$ cat src/design/pidaw_pkg.sv
// Shared types, widths, register indexes and the microcode ROM of the PID controller.
// No dependencies; every other design file imports this package.
package pidaw_pkg;

    localparam int DW   = 16;          // sample and drive width
    localparam int EW   = DW + 1;      // error width
    localparam int GW   = 16;          // gain width, unsigned Q8.8
    localparam int FRAC = 8;           // fractional bits of the gains
    localparam int LW   = 15;          // drive limit width
    localparam int IW   = 25;          // integral accumulator width
    localparam int QW   = LW + FRAC;   // width of the integral bound
    localparam int PW   = GW + 1 + IW; // product width
    localparam int AW   = PW + 2;      // accumulator width, three products
    localparam int VW   = AW - FRAC + 1; // unlimited drive width
    localparam int CIW  = 3;           // configuration index width
    localparam int PCW  = 4;           // microcode address width

    localparam logic [CIW-1:0] REG_GAIN_PROP   = 3'd0;
    localparam logic [CIW-1:0] REG_GAIN_INTEG  = 3'd1;
    localparam logic [CIW-1:0] REG_GAIN_DERIV  = 3'd2;
    localparam logic [CIW-1:0] REG_SETPOINT    = 3'd3;
    localparam logic [CIW-1:0] REG_DRIVE_LIMIT = 3'd4;
    localparam logic [CIW-1:0] REG_LOOP_MODE   = 3'd5;

    localparam logic [LW-1:0] LIMIT_RESET = 15'h7FFF;

    // microcode entry points
    localparam logic [PCW-1:0] A_DISP = 4'd0;
    localparam logic [PCW-1:0] A_INC  = 4'd6;
    localparam logic [PCW-1:0] A_TAIL = 4'd9;
    localparam logic [PCW-1:0] A_CLR  = 4'd12;

    typedef enum logic [1:0] {G_KP, G_KI, G_KD} t_gsel;
    typedef enum logic [1:0] {O_ERR, O_INTEG, O_D1, O_D2} t_osel;
    typedef enum logic [1:0] {J_NEXT, J_GOTO, J_DISP, J_END} t_jmp;

    typedef struct packed {
        logic           prep;        // form error differences, clear accumulator
        logic           integ_add;   // integrate with anti-windup hold
        logic           integ_clamp; // bound integral to +/- imax
        logic           mul;         // load product register
        t_gsel          gsel;
        t_osel          osel;
        logic           acc;         // add product register to accumulator
        logic           sum;         // scale and add base value
        logic           fin;         // limit, emit result, update history
        logic           clr_out;     // emit zero drive, clear history
        t_jmp           jmp;
        logic [PCW-1:0] addr;
    } t_uop;

    localparam t_uop UOP_NOP = t_uop'(0);

    function automatic t_uop uop_rom(input logic [PCW-1:0] pc);
        t_uop u;
        u = UOP_NOP;
        case (pc)
            4'd0: begin
                u.prep = 1'b1;
                u.jmp  = J_DISP;
            end
            4'd1: u.integ_add = 1'b1;
            4'd2: u.integ_clamp = 1'b1;
            4'd3: begin
                u.mul  = 1'b1; u.gsel = G_KP; u.osel = O_ERR;
            end
            4'd4: begin
                u.mul  = 1'b1; u.gsel = G_KI; u.osel = O_INTEG; u.acc = 1'b1;
            end
            4'd5: begin
                u.mul  = 1'b1; u.gsel = G_KD; u.osel = O_D1; u.acc = 1'b1;
                u.jmp  = J_GOTO; u.addr = A_TAIL;
            end
            4'd6: begin
                u.mul  = 1'b1; u.gsel = G_KP; u.osel = O_D1;
            end
            4'd7: begin
                u.mul  = 1'b1; u.gsel = G_KI; u.osel = O_ERR; u.acc = 1'b1;
            end
            4'd8: begin
                u.mul  = 1'b1; u.gsel = G_KD; u.osel = O_D2; u.acc = 1'b1;
            end
            4'd9:  u.acc = 1'b1;
            4'd10: u.sum = 1'b1;
            4'd11: begin
                u.fin = 1'b1;
                u.jmp = J_END;
            end
            4'd12: begin
                u.clr_out = 1'b1;
                u.jmp     = J_END;
            end
            default: u.jmp = J_END;
        endcase
        return u;
    endfunction

endpackage

$ cat src/design/pid_controller_antiwindup_top.sv
// PID controller with anti-windup, positional or incremental form: top level.
// Holds configuration and output register; uses pidaw_pkg, pidaw_div,
// pidaw_useq and pidaw_datapath.
//
//   channel   direction  handshake                     payload
//   s_axis    in         s_axis_tvalid/s_axis_tready   tdata measured, feedforward; tuser clear
//   m_axis    out        m_axis_tvalid/m_axis_tready   tdata drive, loop_error; tuser saturated
//   cfg       in         i_cfg_valid/o_cfg_ready       i_cfg_index, i_cfg_data
//
// A sample runs 9 microcode steps in positional mode, 7 in incremental mode and 2 on
// clear, on one shared 17x25 multiplier.
// The next sample is taken once the program ends, even while a result waits.
// Writing gain_integ or drive_limit starts a divider run for the integral bound;
// s_axis_tready stays low until that run has finished.
// Reset is synchronous, active low; no clearing pass is needed.
// A result that is not taken holds the final step and the step counter.
module pid_controller_antiwindup_top
    import pidaw_pkg::*;
(
    input  logic           i_clk,
    input  logic           i_rst_n,
    input  logic           s_axis_tvalid,
    output logic           s_axis_tready,
    input  logic [31:0]    s_axis_tdata,   // [15:0] measured, [31:16] feedforward
    input  logic           s_axis_tuser,   // [0] clear
    output logic           m_axis_tvalid,
    input  logic           m_axis_tready,
    output logic [39:0]    m_axis_tdata,   // [15:0] drive, [32:16] loop_error, zero fill
    output logic           m_axis_tuser,   // [0] saturated
    input  logic           i_cfg_valid,
    output logic           o_cfg_ready,
    input  logic [CIW-1:0] i_cfg_index,
    input  logic [15:0]    i_cfg_data
);

    logic        [GW-1:0] r_kp, r_ki, r_kd;
    logic signed [DW-1:0] r_sp;
    logic        [LW-1:0] r_lim;
    logic                 r_mode;
    logic                 r_div_kick;

    logic                 r_out_valid;
    logic signed [DW-1:0] r_out_drive;
    logic                 r_out_sat;
    logic signed [EW-1:0] r_out_err;

    logic                 w_cfg_wr;
    logic                 w_div_busy;
    logic        [QW-1:0] w_imax;
    logic                 w_seq_busy;
    t_uop                 w_uop;
    logic                 w_accept;
    logic                 w_emit;
    logic                 w_stall;
    logic                 w_out_en;
    logic signed [DW-1:0] w_drive;
    logic                 w_sat;
    logic signed [EW-1:0] w_err;

    assign o_cfg_ready = 1'b1;
    assign w_cfg_wr    = i_cfg_valid & o_cfg_ready;

    always_ff @(posedge i_clk) begin
        if (!i_rst_n) begin
            r_kp       <= '0;
            r_ki       <= '0;
            r_kd       <= '0;
            r_sp       <= '0;
            r_lim      <= LIMIT_RESET;
            r_mode     <= 1'b0;
            r_div_kick <= 1'b0;
        end else begin
            r_div_kick <= w_cfg_wr && (i_cfg_index == REG_GAIN_INTEG
                                    || i_cfg_index == REG_DRIVE_LIMIT);
            if (w_cfg_wr) begin
                unique case (i_cfg_index)
                    REG_GAIN_PROP:   r_kp   <= i_cfg_data;
                    REG_GAIN_INTEG:  r_ki   <= i_cfg_data;
                    REG_GAIN_DERIV:  r_kd   <= i_cfg_data;
                    REG_SETPOINT:    r_sp   <= i_cfg_data;
                    REG_DRIVE_LIMIT: r_lim  <= i_cfg_data[LW-1:0];
                    REG_LOOP_MODE:   r_mode <= i_cfg_data[0];
                    default: ;
                endcase
            end
        end
    end

    pidaw_div u_div (
        .i_clk      (i_clk),
        .i_rst_n    (i_rst_n),
        .i_start    (r_div_kick),
        .i_dividend ({r_lim, {FRAC{1'b0}}}),
        .i_divisor  (r_ki),
        .o_busy     (w_div_busy),
        .o_quot     (w_imax)
    );

    assign s_axis_tready = !w_seq_busy && !r_div_kick && !w_div_busy;
    assign w_accept      = s_axis_tvalid & s_axis_tready;

    // hold the final step while the previous result is still waiting
    assign w_emit   = w_uop.fin | w_uop.clr_out;
    assign w_stall  = w_emit && r_out_valid && !m_axis_tready;
    assign w_out_en = w_emit && !w_stall;

    pidaw_useq u_useq (
        .i_clk   (i_clk),
        .i_rst_n (i_rst_n),
        .i_start (w_accept),
        .i_clear (s_axis_tuser),
        .i_mode  (r_mode),
        .i_stall (w_stall),
        .o_busy  (w_seq_busy),
        .o_uop   (w_uop)
    );

    pidaw_datapath u_dp (
        .i_clk         (i_clk),
        .i_rst_n       (i_rst_n),
        .i_load        (w_accept),
        .i_measured    (s_axis_tdata[15:0]),
        .i_feedforward (s_axis_tdata[31:16]),
        .i_setpoint    (r_sp),
        .i_kp          (r_kp),
        .i_ki          (r_ki),
        .i_kd          (r_kd),
        .i_lim         (r_lim),
        .i_mode        (r_mode),
        .i_imax        (w_imax),
        .i_uop         (w_uop),
        .i_stall       (w_stall),
        .o_drive       (w_drive),
        .o_sat         (w_sat),
        .o_err         (w_err)
    );

    always_ff @(posedge i_clk) begin
        if (!i_rst_n) begin
            r_out_valid <= 1'b0;
        end else if (w_out_en) begin
            r_out_valid <= 1'b1;
        end else if (m_axis_tready) begin
            r_out_valid <= 1'b0;
        end
        if (w_out_en) begin
            r_out_drive <= w_drive;
            r_out_sat   <= w_sat;
            r_out_err   <= w_err;
        end
    end

    assign m_axis_tvalid = r_out_valid;
    assign m_axis_tdata  = {7'b0, r_out_err, r_out_drive};
    assign m_axis_tuser  = r_out_sat;

    a_no_accept_during_div: assert property (@(posedge i_clk) disable iff (!i_rst_n)
        (r_div_kick || w_div_busy) |-> !s_axis_tready)
        else $error("sample taken while integral bound is being computed");

    a_accept_starts_seq: assert property (@(posedge i_clk) disable iff (!i_rst_n)
        w_accept |=> w_seq_busy)
        else $error("sequencer did not start after a transfer");

    a_emit_only_busy: assert property (@(posedge i_clk) disable iff (!i_rst_n)
        w_out_en |-> w_seq_busy)
        else $error("result written with no program running");

    a_drive_in_limit: assert property (@(posedge i_clk) disable iff (!i_rst_n)
        r_out_valid |-> (r_out_drive <= $signed({1'b0, r_lim})
                      && r_out_drive >= -$signed({1'b0, r_lim})))
        else $error("drive beyond limit");

endmodule

$ cat src/design/pidaw_div.sv
// Restoring divider for the integral bound imax = (drive_limit << 8) / gain_integ.
// One quotient bit per cycle; depends on pidaw_pkg.
module pidaw_div
    import pidaw_pkg::*;
(
    input  logic          i_clk,
    input  logic          i_rst_n,
    input  logic          i_start,
    input  logic [QW-1:0] i_dividend,
    input  logic [GW-1:0] i_divisor,
    output logic          o_busy,
    output logic [QW-1:0] o_quot
);

    localparam int CW = $clog2(QW);

    logic          r_busy, n_busy;
    logic [CW-1:0] r_cnt, n_cnt;
    logic [GW-1:0] r_rem, n_rem;
    logic [QW-1:0] r_quo, n_quo;
    logic [GW:0]   w_shift;
    logic [GW+1:0] w_diff;

    assign w_shift = {r_rem, r_quo[QW-1]};
    assign w_diff  = {1'b0, w_shift} - {2'b00, i_divisor};

    always_comb begin
        n_busy = r_busy;
        n_cnt  = r_cnt;
        n_rem  = r_rem;
        n_quo  = r_quo;
        if (i_start) begin
            n_busy = 1'b1;
            n_cnt  = CW'(QW - 1);
            n_rem  = '0;
            n_quo  = i_dividend;
        end else if (r_busy) begin
            if (!w_diff[GW+1]) begin
                n_rem = w_diff[GW-1:0];
                n_quo = {r_quo[QW-2:0], 1'b1};
            end else begin
                n_rem = w_shift[GW-1:0];
                n_quo = {r_quo[QW-2:0], 1'b0};
            end
            if (r_cnt == '0) begin
                n_busy = 1'b0;
            end else begin
                n_cnt = r_cnt - 1'b1;
            end
        end
    end

    always_ff @(posedge i_clk) begin
        if (!i_rst_n) begin
            r_busy <= 1'b0;
            r_cnt  <= '0;
        end else begin
            r_busy <= n_busy;
            r_cnt  <= n_cnt;
        end
        r_rem <= n_rem;
        r_quo <= n_quo;
    end

    assign o_busy = r_busy;
    assign o_quot = r_quo;

endmodule

$ cat src/design/pidaw_useq.sv
// Microcode sequencer: step counter, ROM lookup and jump handling.
// Depends on pidaw_pkg for the control word and the ROM.
module pidaw_useq
    import pidaw_pkg::*;
(
    input  logic i_clk,
    input  logic i_rst_n,
    input  logic i_start,
    input  logic i_clear,
    input  logic i_mode,
    input  logic i_stall,
    output logic o_busy,
    output t_uop o_uop
);

    logic           r_busy, n_busy;
    logic [PCW-1:0] r_pc, n_pc;
    logic           r_clr, n_clr;
    t_uop           w_uop;

    assign w_uop = uop_rom(r_pc);

    always_comb begin
        n_busy = r_busy;
        n_pc   = r_pc;
        n_clr  = r_clr;
        if (i_start) begin
            n_busy = 1'b1;
            n_pc   = A_DISP;
            n_clr  = i_clear;
        end else if (r_busy && !i_stall) begin
            unique case (w_uop.jmp)
                J_NEXT: n_pc = r_pc + 1'b1;
                J_GOTO: n_pc = w_uop.addr;
                J_DISP: begin
                    if (r_clr) begin
                        n_pc = A_CLR;
                    end else if (i_mode) begin
                        n_pc = A_INC;
                    end else begin
                        n_pc = r_pc + 1'b1;
                    end
                end
                J_END: n_busy = 1'b0;
                default: n_busy = 1'b0;
            endcase
        end
    end

    always_ff @(posedge i_clk) begin
        if (!i_rst_n) begin
            r_busy <= 1'b0;
            r_pc   <= A_DISP;
            r_clr  <= 1'b0;
        end else begin
            r_busy <= n_busy;
            r_pc   <= n_pc;
            r_clr  <= n_clr;
        end
    end

    assign o_busy = r_busy;
    assign o_uop  = r_busy ? w_uop : UOP_NOP;

endmodule

$ cat src/design/pidaw_datapath.sv
// Datapath: error history, integral with anti-windup, shared multiplier,
// accumulator and output limiter. Driven by control words; depends on pidaw_pkg.
module pidaw_datapath
    import pidaw_pkg::*;
(
    input  logic                 i_clk,
    input  logic                 i_rst_n,
    input  logic                 i_load,
    input  logic signed [DW-1:0] i_measured,
    input  logic signed [DW-1:0] i_feedforward,
    input  logic signed [DW-1:0] i_setpoint,
    input  logic        [GW-1:0] i_kp,
    input  logic        [GW-1:0] i_ki,
    input  logic        [GW-1:0] i_kd,
    input  logic        [LW-1:0] i_lim,
    input  logic                 i_mode,
    input  logic        [QW-1:0] i_imax,
    input  t_uop                 i_uop,
    input  logic                 i_stall,
    output logic signed [DW-1:0] o_drive,
    output logic                 o_sat,
    output logic signed [EW-1:0] o_err
);

    logic signed [EW-1:0]   r_err;
    logic signed [DW-1:0]   r_ff;
    logic signed [EW:0]     r_d1;
    logic signed [EW+1:0]   r_d2;
    logic signed [IW-1:0]   r_integ;
    logic signed [EW-1:0]   r_prev_err;
    logic signed [EW-1:0]   r_prev2_err;
    logic signed [DW-1:0]   r_prev_drive;
    logic signed [PW-1:0]   r_prod;
    logic signed [AW-1:0]   r_acc;
    logic signed [VW-1:0]   r_val;

    logic signed [EW-1:0]   w_err_new;
    logic        [GW-1:0]   w_gain;
    logic signed [IW-1:0]   w_opb;
    logic signed [DW-1:0]   w_lim16;
    logic signed [DW-1:0]   w_nlim16;
    logic                   w_hold;
    logic signed [IW-1:0]   w_imax;
    logic signed [AW-1:0]   w_acc_sh;
    logic signed [DW-1:0]   w_base;
    logic signed [VW-1:0]   w_lim_v;
    logic                   w_above, w_below;
    logic signed [DW-1:0]   w_drive;
    logic                   w_ki_zero;

    assign w_err_new = $signed({i_setpoint[DW-1], i_setpoint})
                     - $signed({i_measured[DW-1], i_measured});
    assign w_ki_zero = (i_ki == '0);
    assign w_lim16   = $signed({1'b0, i_lim});
    assign w_nlim16  = -w_lim16;
    assign w_hold    = (r_prev_drive >= w_lim16 && r_err > 0)
                    || (r_prev_drive <= w_nlim16 && r_err < 0);
    assign w_imax    = $signed({{(IW-QW){1'b0}}, i_imax});

    always_comb begin
        case (i_uop.gsel)
            G_KP:    w_gain = i_kp;
            G_KI:    w_gain = i_ki;
            default: w_gain = i_kd;
        endcase
        case (i_uop.osel)
            O_ERR:   w_opb = $signed({{(IW-EW){r_err[EW-1]}}, r_err});
            O_INTEG: w_opb = r_integ;
            O_D1:    w_opb = $signed({{(IW-EW-1){r_d1[EW]}}, r_d1});
            default: w_opb = $signed({{(IW-EW-2){r_d2[EW+1]}}, r_d2});
        endcase
    end

    // arithmetic shift gives the floor of the scaled sum
    assign w_acc_sh = r_acc >>> FRAC;
    assign w_base   = i_mode ? r_prev_drive : r_ff;

    assign w_lim_v  = $signed({{(VW-LW){1'b0}}, i_lim});
    assign w_above  = r_val > w_lim_v;
    assign w_below  = r_val < -w_lim_v;
    assign w_drive  = w_above ? w_lim16 : (w_below ? w_nlim16 : r_val[DW-1:0]);

    always_ff @(posedge i_clk) begin
        if (i_load) begin
            r_err <= w_err_new;
            r_ff  <= i_feedforward;
        end
        if (i_uop.prep) begin
            r_d1  <= $signed({r_err[EW-1], r_err}) - $signed({r_prev_err[EW-1], r_prev_err});
            r_d2  <= $signed({{2{r_err[EW-1]}}, r_err})
                   - $signed({r_prev_err[EW-1], r_prev_err, 1'b0})
                   + $signed({{2{r_prev2_err[EW-1]}}, r_prev2_err});
        end
        if (i_uop.mul) begin
            r_prod <= $signed({1'b0, w_gain}) * w_opb;
        end
        if (i_uop.prep) begin
            r_acc <= '0;
        end else if (i_uop.acc) begin
            r_acc <= r_acc + $signed({{(AW-PW){r_prod[PW-1]}}, r_prod});
        end
        if (i_uop.sum) begin
            r_val <= $signed({{(VW-DW){w_base[DW-1]}}, w_base}) + w_acc_sh[VW-1:0];
        end
    end

    // controller history
    always_ff @(posedge i_clk) begin
        if (!i_rst_n) begin
            r_integ      <= '0;
            r_prev_err   <= '0;
            r_prev2_err  <= '0;
            r_prev_drive <= '0;
        end else begin
            if (i_uop.integ_add) begin
                if (w_ki_zero) begin
                    r_integ <= '0;
                end else if (!w_hold) begin
                    r_integ <= r_integ + $signed({{(IW-EW){r_err[EW-1]}}, r_err});
                end
            end
            if (i_uop.integ_clamp && !w_ki_zero) begin
                if (r_integ > w_imax) begin
                    r_integ <= w_imax;
                end else if (r_integ < -w_imax) begin
                    r_integ <= -w_imax;
                end
            end
            if (i_uop.fin && !i_stall) begin
                r_prev_drive <= w_drive;
                r_prev_err   <= r_err;
                if (i_mode) begin
                    r_prev2_err <= r_prev_err;
                end
            end
            if (i_uop.clr_out && !i_stall) begin
                r_integ      <= '0;
                r_prev_err   <= '0;
                r_prev2_err  <= '0;
                r_prev_drive <= '0;
            end
        end
    end

    assign o_drive = i_uop.clr_out ? '0 : w_drive;
    assign o_sat   = i_uop.clr_out ? 1'b0 : (w_above | w_below);
    assign o_err   = r_err;

endmodule
$ cat config.mk
export PLATFORM = sky130hd
export DESIGN_NAME = pid_controller_antiwindup_top
export DESIGN_NICKNAME = d
export VERILOG_FILES = /design/src/design/pidaw_pkg.sv /design/src/design/pid_controller_antiwindup_top.sv /design/src/design/pidaw_div.sv /design/src/design/pidaw_useq.sv /design/src/design/pidaw_datapath.sv
export SDC_FILE = /design/constraint.sdc
export NUM_CORES = 2
export LEC_CHECK = 0
export BUFFER_PORTS_ARGS = -buffer_cell sky130_fd_sc_hd__buf_2
export CORE_MARGIN = 2
export CORE_UTILIZATION = 55
export CTS_CLUSTER_SIZE = 30
export DETAILED_ROUTE_END_ITERATION = 8
export PLACE_DENSITY = 0.71
export SLEW_MARGIN = 25
export SYNTH_ARGS = -nofsm -noshare
export SYNTH_HDL_FRONTEND = slang
export SYNTH_SLANG_ARGS = --single-unit
$ cat constraint.sdc
create_clock -name i_clk -period 9.6 [get_ports i_clk]
set_input_delay 0.96 -clock i_clk [delete_from_list [all_inputs] [get_ports i_clk]]
set_output_delay 0.96 -clock i_clk [all_outputs]
set_load 0.05 [all_outputs]
======== Yosys cells after proc, flatten, opt, wreduce, memory -nomap -nowiden ========
Index checks and enable logic that the tools add are counted.
word-level totals
  flip-flop bits (word level) ............. 435
  input port bits ......................... 57
  output and inout bits ................... 44
  word-level logic and storage cells ...... 170
cells by class
  $add $sub $neg .......................... 13
  multiply operators ...................... 1
  magnitude comparators ................... 8
  equality and inequality tests ........... 24
  mux-type cells .......................... 40
  bitwise gates (word level) .............. 5
  reductions and logical operators ........ 48
operators by type and width
  cell                                                                   count
  25-bit 2-to-1 mux                                                      6
  25-bit case mux with 3 select lines                                    1
  16-bit 2-to-1 mux                                                      4
  23-bit 2-to-1 mux                                                      2
  44-bit by 42-bit adder with 44-bit output                              1
  17-bit by 25-bit multiplier with 42-bit output                         1
  16-bit by 36-bit adder with 37-bit output                              1
  37-bit by 16-bit > comparator with 1-bit output                        1
  37-bit < comparator                                                    1
  15-bit negator with 37-bit output                                      1
  16-bit case mux with 2 select lines                                    1
  5-bit case mux with 6 select lines                                     1
  25-bit by 17-bit adder with 25-bit output                              1
  25-bit by 24-bit > comparator with 1-bit output                        1
  25-bit < comparator                                                    1
  23-bit negator with 25-bit output                                      1
  2-bit AND reduction                                                    11
  4-bit equality test, second input constant                             5
  19-bit by 17-bit adder with 19-bit output                              1
  17-bit by 18-bit subtractor with 19-bit output                         1
  18-bit 2-to-1 mux                                                      1
  17-bit by 16-bit subtractor with 18-bit output                         1
  17-bit by 17-bit subtractor with 18-bit output                         1
  17-bit by 1-bit > comparator with 1-bit output, second input constant  1
  37 further kinds                                                       92

======== Logic depth before layout (Yosys ltp) ========
  depth in word-level cells ............... 11
  gate-level depth with buffers ........... 36
  depth with buffers taken out ............ 33

======== Modules after synthesis ========
A second synthesis with hierarchy kept.
second synthesis, totals
  cells, all modules ...................... 4981
  area total of the unflattened synthesis .. 44795.5 µm²
by module, submodules not included
  module                         times used  cells an instance  area an instance (µm²)  seq. area each (µm²)
  pidaw_datapath                 1           4245               36978.0                 6856.6
  pid_controller_antiwindup_top  1           354                4264.1                  2662.6
  pidaw_div                      1           286                2852.7                  1131.1
  pidaw_useq                     1           96                 700.7                   120.1

======== Worst setup path before layout ========
OpenSTA, ideal clock, no wires.
  path type ............................... register to register
  start ................................... register u_useq.r_pc[0]
  end ..................................... register u_dp.r_prod[40], data pin
  library setup time ...................... 258 ps
  data arrival time ....................... 8864 ps
  required time ........................... 9342 ps
  path slack .............................. 478 ps
  stages on the path, launching flop included .. 35
  buffers on the path ..................... 3
  period minus slack after synthesis ...... 9122 ps
  cells stage by stage .................... dfxtp_1 -> ha_1 -> buf_2 -> nor2_1 -> o21ai_2 -> o21ai_1 -> inv_1 -> nand2_1 -> clkbuf_1 -> o22a_1 -> o21ai_1 -> clkbuf_1 -> nor2_1 -> fa_1 -> inv_1 -> fa_1 -> fa_1 -> inv_1 -> fa_1 -> fa_1 -> inv_1 -> fa_1 -> inv_1 -> ha_1 -> a21o_1 -> a21o_1 -> a21oi_1 -> nand2_1 -> o2bb2ai_1 -> a311oi_1 -> o21ai_1 -> a211oi_1 -> o31ai_1 -> a21oi_1 -> xnor2_1
between the ends
  cells in the longest elaborated chain, start to end .. 6
  elaborated cells between the ends (all ways) .. 16
  classes of those cells .................. mul (1); eq/ne (9); mux (4); reduce/logical (2)
RTL lines
  element                                                                                            RTL line                                    RTL
  from (decl)                                                                                        pidaw_useq.sv:17                            logic [PCW-1:0] r_pc, n_pc;
  from (signal assigned)                                                                             pidaw_useq.sv:57                            r_pc <= n_pc;
  4-bit equality test, or another cell as far along                                                  pidaw_pkg.sv:57                             case (pc)
  5-bit case mux with 6 select lines (*)                                                             pidaw_pkg.sv:57
  18-bit 2-to-1 mux (*)                                                                              pidaw_useq.sv:63                            assign o_uop = r_busy ? w_uop : UOP_NOP;
  2-bit equality test, or another cell as far along                                                  pidaw_datapath.sv:66                        case (i_uop.osel)
  25-bit case mux with 3 select lines / 16-bit case mux with 2 select lines (equally long branches)  pidaw_datapath.sv:66, pidaw_datapath.sv:61
  17-bit by 25-bit multiplier with 42-bit output (*)                                                 pidaw_datapath.sv:95                        r_prod <= $signed({1'b0, w_gain}) * w_opb;
  to (signal assigned)                                                                               pidaw_datapath.sv:95
  to (decl)                                                                                          pidaw_datapath.sv:33                        logic signed [PW-1:0] r_prod;
Mark *: on every way between the ends. The rest lies on a longest branch, timed or not.
A chain may end at the register's enable or synchronous reset.

======== Worst setup path in the final report ========
  start ................................... register u_useq.r_pc[1]
  end ..................................... register u_dp.r_prod[41], data pin
The elaborated chain is that of the path after synthesis.

==> impl_metrics.env <==
export IMPL_core_area_mm2=0.0787
export IMPL_layout_commonest_cell="inv_1"
export IMPL_cts_sinks=435
export IMPL_start_util_pct=55.3
export IMPL_seqPwrFrac_pct=37.8
export IMPL_synth_seq_cells=435
export IMPL_intPower_mw=3.81
export IMPL_drt_initial_drc_count=3197
export IMPL_slowest_stage="o21a_1"
export IMPL_p_comb_share_pct=27.1
export IMPL_synthArstFlopShare_pct=0
export IMPL_fp_dieW_um=285
export IMPL_clock_skew_ps=34.5
export IMPL_post_drt_via_cell_ratio=5.79
export IMPL_min_from="u_dp.r_prev2_err[15]$_SDFFE_PP0P_"
export IMPL_cp_max_fo=17
export IMPL_drv_slew=0
export IMPL_r2r_slack_ps=590
export IMPL_io_buffers=92
export IMPL_dr_pass1_iters=6
export IMPL_syn_avg_cell_area_um2=8.68
export IMPL_endpoint_kind="register"
export IMPL_rsz0062_at_grt="false"
export IMPL_synth_cells=5016
export IMPL_power_density_mw_per_mm2=121
export IMPL_mostFrequentLayoutCells="inv_1 (733), nand2_1 (698), nor2_1 (420)"
export IMPL_synth_top_family_by_area="adder cells"
export IMPL_antenna_found_initial=1
export IMPL_syn_cell_area_mm2=0.0436
export IMPL_fp_row_count=103
export IMPL_synthFlopType="dfxtp_1"
export IMPL_finalSetupViolations=0
export IMPL_switching_share_pct=32.7
export IMPL_crit_family="adder cells"
export IMPL_synth_adder_area_share_pct=30.9
export IMPL_regToRegStartpoint="u_useq.r_pc[1]$_SDFFE_PP0P_"
export IMPL_fin_crit_ps=9010
export IMPL_drt_total_wl_um=121000
export IMPL_cts_inserted_buffers=49
export IMPL_grt_pass1_vias=35000
export IMPL_synth_simple_area_share_pct=15.7
export IMPL_cts_buffer_depth=3
export IMPL_io_pin_count=101
export IMPL_synth_compound_area_share_pct=13.8
export IMPL_insertion_delay_ps=620
export IMPL_hp_class="register to register"
export IMPL_irDropWorstVdd_mv=0.151
export IMPL_gp_congestion=0.959
export IMPL_preCtsSetupSlack_ps=528
export IMPL_tns_ps=0
export IMPL_p_leak_nw=21.5
export IMPL_synth_seq_area_share_pct=24.5
export IMPL_synthMuxAreaShare_pct=2.81
export IMPL_layout_drive_gt1_share_pct=7.12
export IMPL_report_final_hold_viol_count=0
export IMPL_slew_headroom_pct=33.3
export IMPL_rr_worst_depth=31
export IMPL_path_buf_inv=6
export IMPL_hpwl_um=96800
export IMPL_finalCritPeriodShare_pct=93.9
export IMPL_overflow=0
export IMPL_die_area_mm2=0.0815
export IMPL_hold_path_end="u_dp.r_prev2_err[15]$_SDFFE_PP0P_"
export IMPL_synth_edf_count=198
export IMPL_rr_endpoint="u_dp.r_prod[41]$_DFFE_PP_"
export IMPL_h_tree_depth=2
export IMPL_antenna_cells=0
export IMPL_grt_max_degree=74
export IMPL_crit_arrival_ps=9360
export IMPL_cts_tree="yes"
export IMPL_critPathKind="register to register"
export IMPL_tightest_slew_ps=1000
export IMPL_antenna_left=0
export IMPL_wire_per_inst_um=19.6
export IMPL_vias=35600
export IMPL_cp_common_cell="fa_1"
export IMPL_fmax_mhz=111
export IMPL_synth_xor_area_share_pct=4.28
export IMPL_synthDistinctLibCells=93
export IMPL_grt_pass1_wl_um=193000
export IMPL_drc_errors=0
export IMPL_outcome="complete, no violations"
export IMPL_cp_start_kind="register"
export IMPL_syn_to_final_growth_pct=7.92
export IMPL_hold_depth=2
export IMPL_clk_pin_slew_ps=60
export IMPL_grtUsageTotal_pct=30.0
export IMPL_yosys_warnings=0
export IMPL_cp_required_ps=9950
export IMPL_clkPwrFrac_pct=35.1
export IMPL_clock_root_buffer="clkbuf_16"
export IMPL_fin_ws_ps=589
export IMPL_die_h_um=285
export IMPL_nNetsFinal=5944
export IMPL_p_switching_mw=1.86
export IMPL_drv_cap=0
export IMPL_slowest_delay_ps=650
-- power groups by stage --
stage	clock network, mW	logic (mW)	registers [mW]
floorplan	0	1.16	2.14
global placement	0	1.49	2.18
detailed placement	0	1.52	2.18
CTS	2.01	1.53	2.14
global route	2.09	1.73	2.15
finish	1.99	1.54	2.14
-- flip-flops by register name (all words and copies together), names as in the netlist, 17 cells and up --
signal and cells:
u_dp.r_prev_err 17, u_dp.r_integ 25, u_dp.o_err 17, u_dp.r_val 37
u_dp.r_prod 42, r_out_err 17, u_dp.r_d1 18, u_dp.r_acc 44
u_dp.r_prev2_err 17, u_dp.r_d2 19, u_div.o_quot 23
-- metrics by stage --
step | instance area, µm² | util (%) | hold WS (ps) | instances | power (mW)
global route | 47000 | 59.7 | 474 | 6151 | 5.97
CTS | 47000 | 59.6 | 454 | 6150 | 5.68
floorplan | 43600 | - | 436 | 5022 | 3.30
global placement | 45200 | 57.5 | 443 | 6057 | 3.67
finish | 47000 | 59.7 | 453 | 6151 | 5.67
detailed placement | 45300 | 57.5 | 447 | 6058 | 3.70
-- metal layers --
metal | wire length [µm] | vias up | global-route usage [%]
met3 | 9000 | 261 | 4.70
met5 | 13 | - | 0
met4 | 5180 | 2 | 11.2
li1 | - | 16800 | -
met1 | 51200 | 17400 | 40.7
met2 | 55300 | 1234 | 48.8
-- cell usage after synthesis (146+ instances only) --
| library cell | count | area [µm²] |
|---|---|---|
| inv_1 | 733 | 2750 |
| nand2_1 | 699 | 2620 |
| nor2_1 | 422 | 1580 |
| fa_1 | 414 | 8290 |
| ha_1 | 413 | 5170 |
| a21oi_1 | 332 | 1660 |
| dfxtp_1 | 237 | 4740 |
| edfxtp_1 | 198 | 5950 |
| xnor2_1 | 177 | 1550 |
| o21ai_0 | 159 | 796 |
| clkbuf_1 | 146 | 548 |
-- area by class of cell --
cell class | count | area [µm²]
multi-input cells | 3672 | 29500
fillers | 6939 | 31700
clock inverters | 32 | 337
repair buffers | 167 | 1050
well taps | 1050 | 1310
inverters | 735 | 2760
flip-flops and latches | 435 | 10700
clock buffers | 60 | 1350
-- what timing repair did --
| action | 4_1_cts | 5_1_grt |
|---|---|---|
| buffers inserted | 0 | 0 |
| setup endpoints to repair | 0 | 5 |
| resized for setup | 0 | 5 |
| hold buffers | 0 | 0 |
-- kinds of logic after synthesis --
logic type                 after synthesis
other                                    2
DFF                                    435
xor gates and xnor gates               213
adders and majority gates              827
AOI/OAI and AO/OA                      952
and+or+nand+nor                       1555
buffers and inverters                  915
muxes                                  117
-- tightest hold or removal path, delay by kind of cell (launching register included) --
family / cells / cell delay (ps)
compound gates: 1 / 50
flops: 1 / 310
simple gates: 1 / 50
-- worst max-delay path by stage --
stage                                           start                        end  slack (ps)  cells after the start
after floorplan           u_useq.r_pc[0]$_SDFFE_PP0P_  u_dp.r_prod[40]$_DFFE_PP_         480                     34
after CTS                 u_useq.r_pc[0]$_SDFFE_PP0P_  u_dp.r_prod[41]$_DFFE_PP_         510                     31
after global placement    u_useq.r_pc[0]$_SDFFE_PP0P_  u_dp.r_prod[40]$_DFFE_PP_         630                     31
final                     u_useq.r_pc[1]$_SDFFE_PP0P_  u_dp.r_prod[41]$_DFFE_PP_         590                     31
after detailed placement  u_useq.r_pc[0]$_SDFFE_PP0P_  u_dp.r_prod[41]$_DFFE_PP_         530                     31
after global routing      u_useq.r_pc[0]$_SDFFE_PP0P_  u_dp.r_prod[41]$_DFFE_PP_          40                     34
No activity file was read; power rests on OpenSTA's default activity.
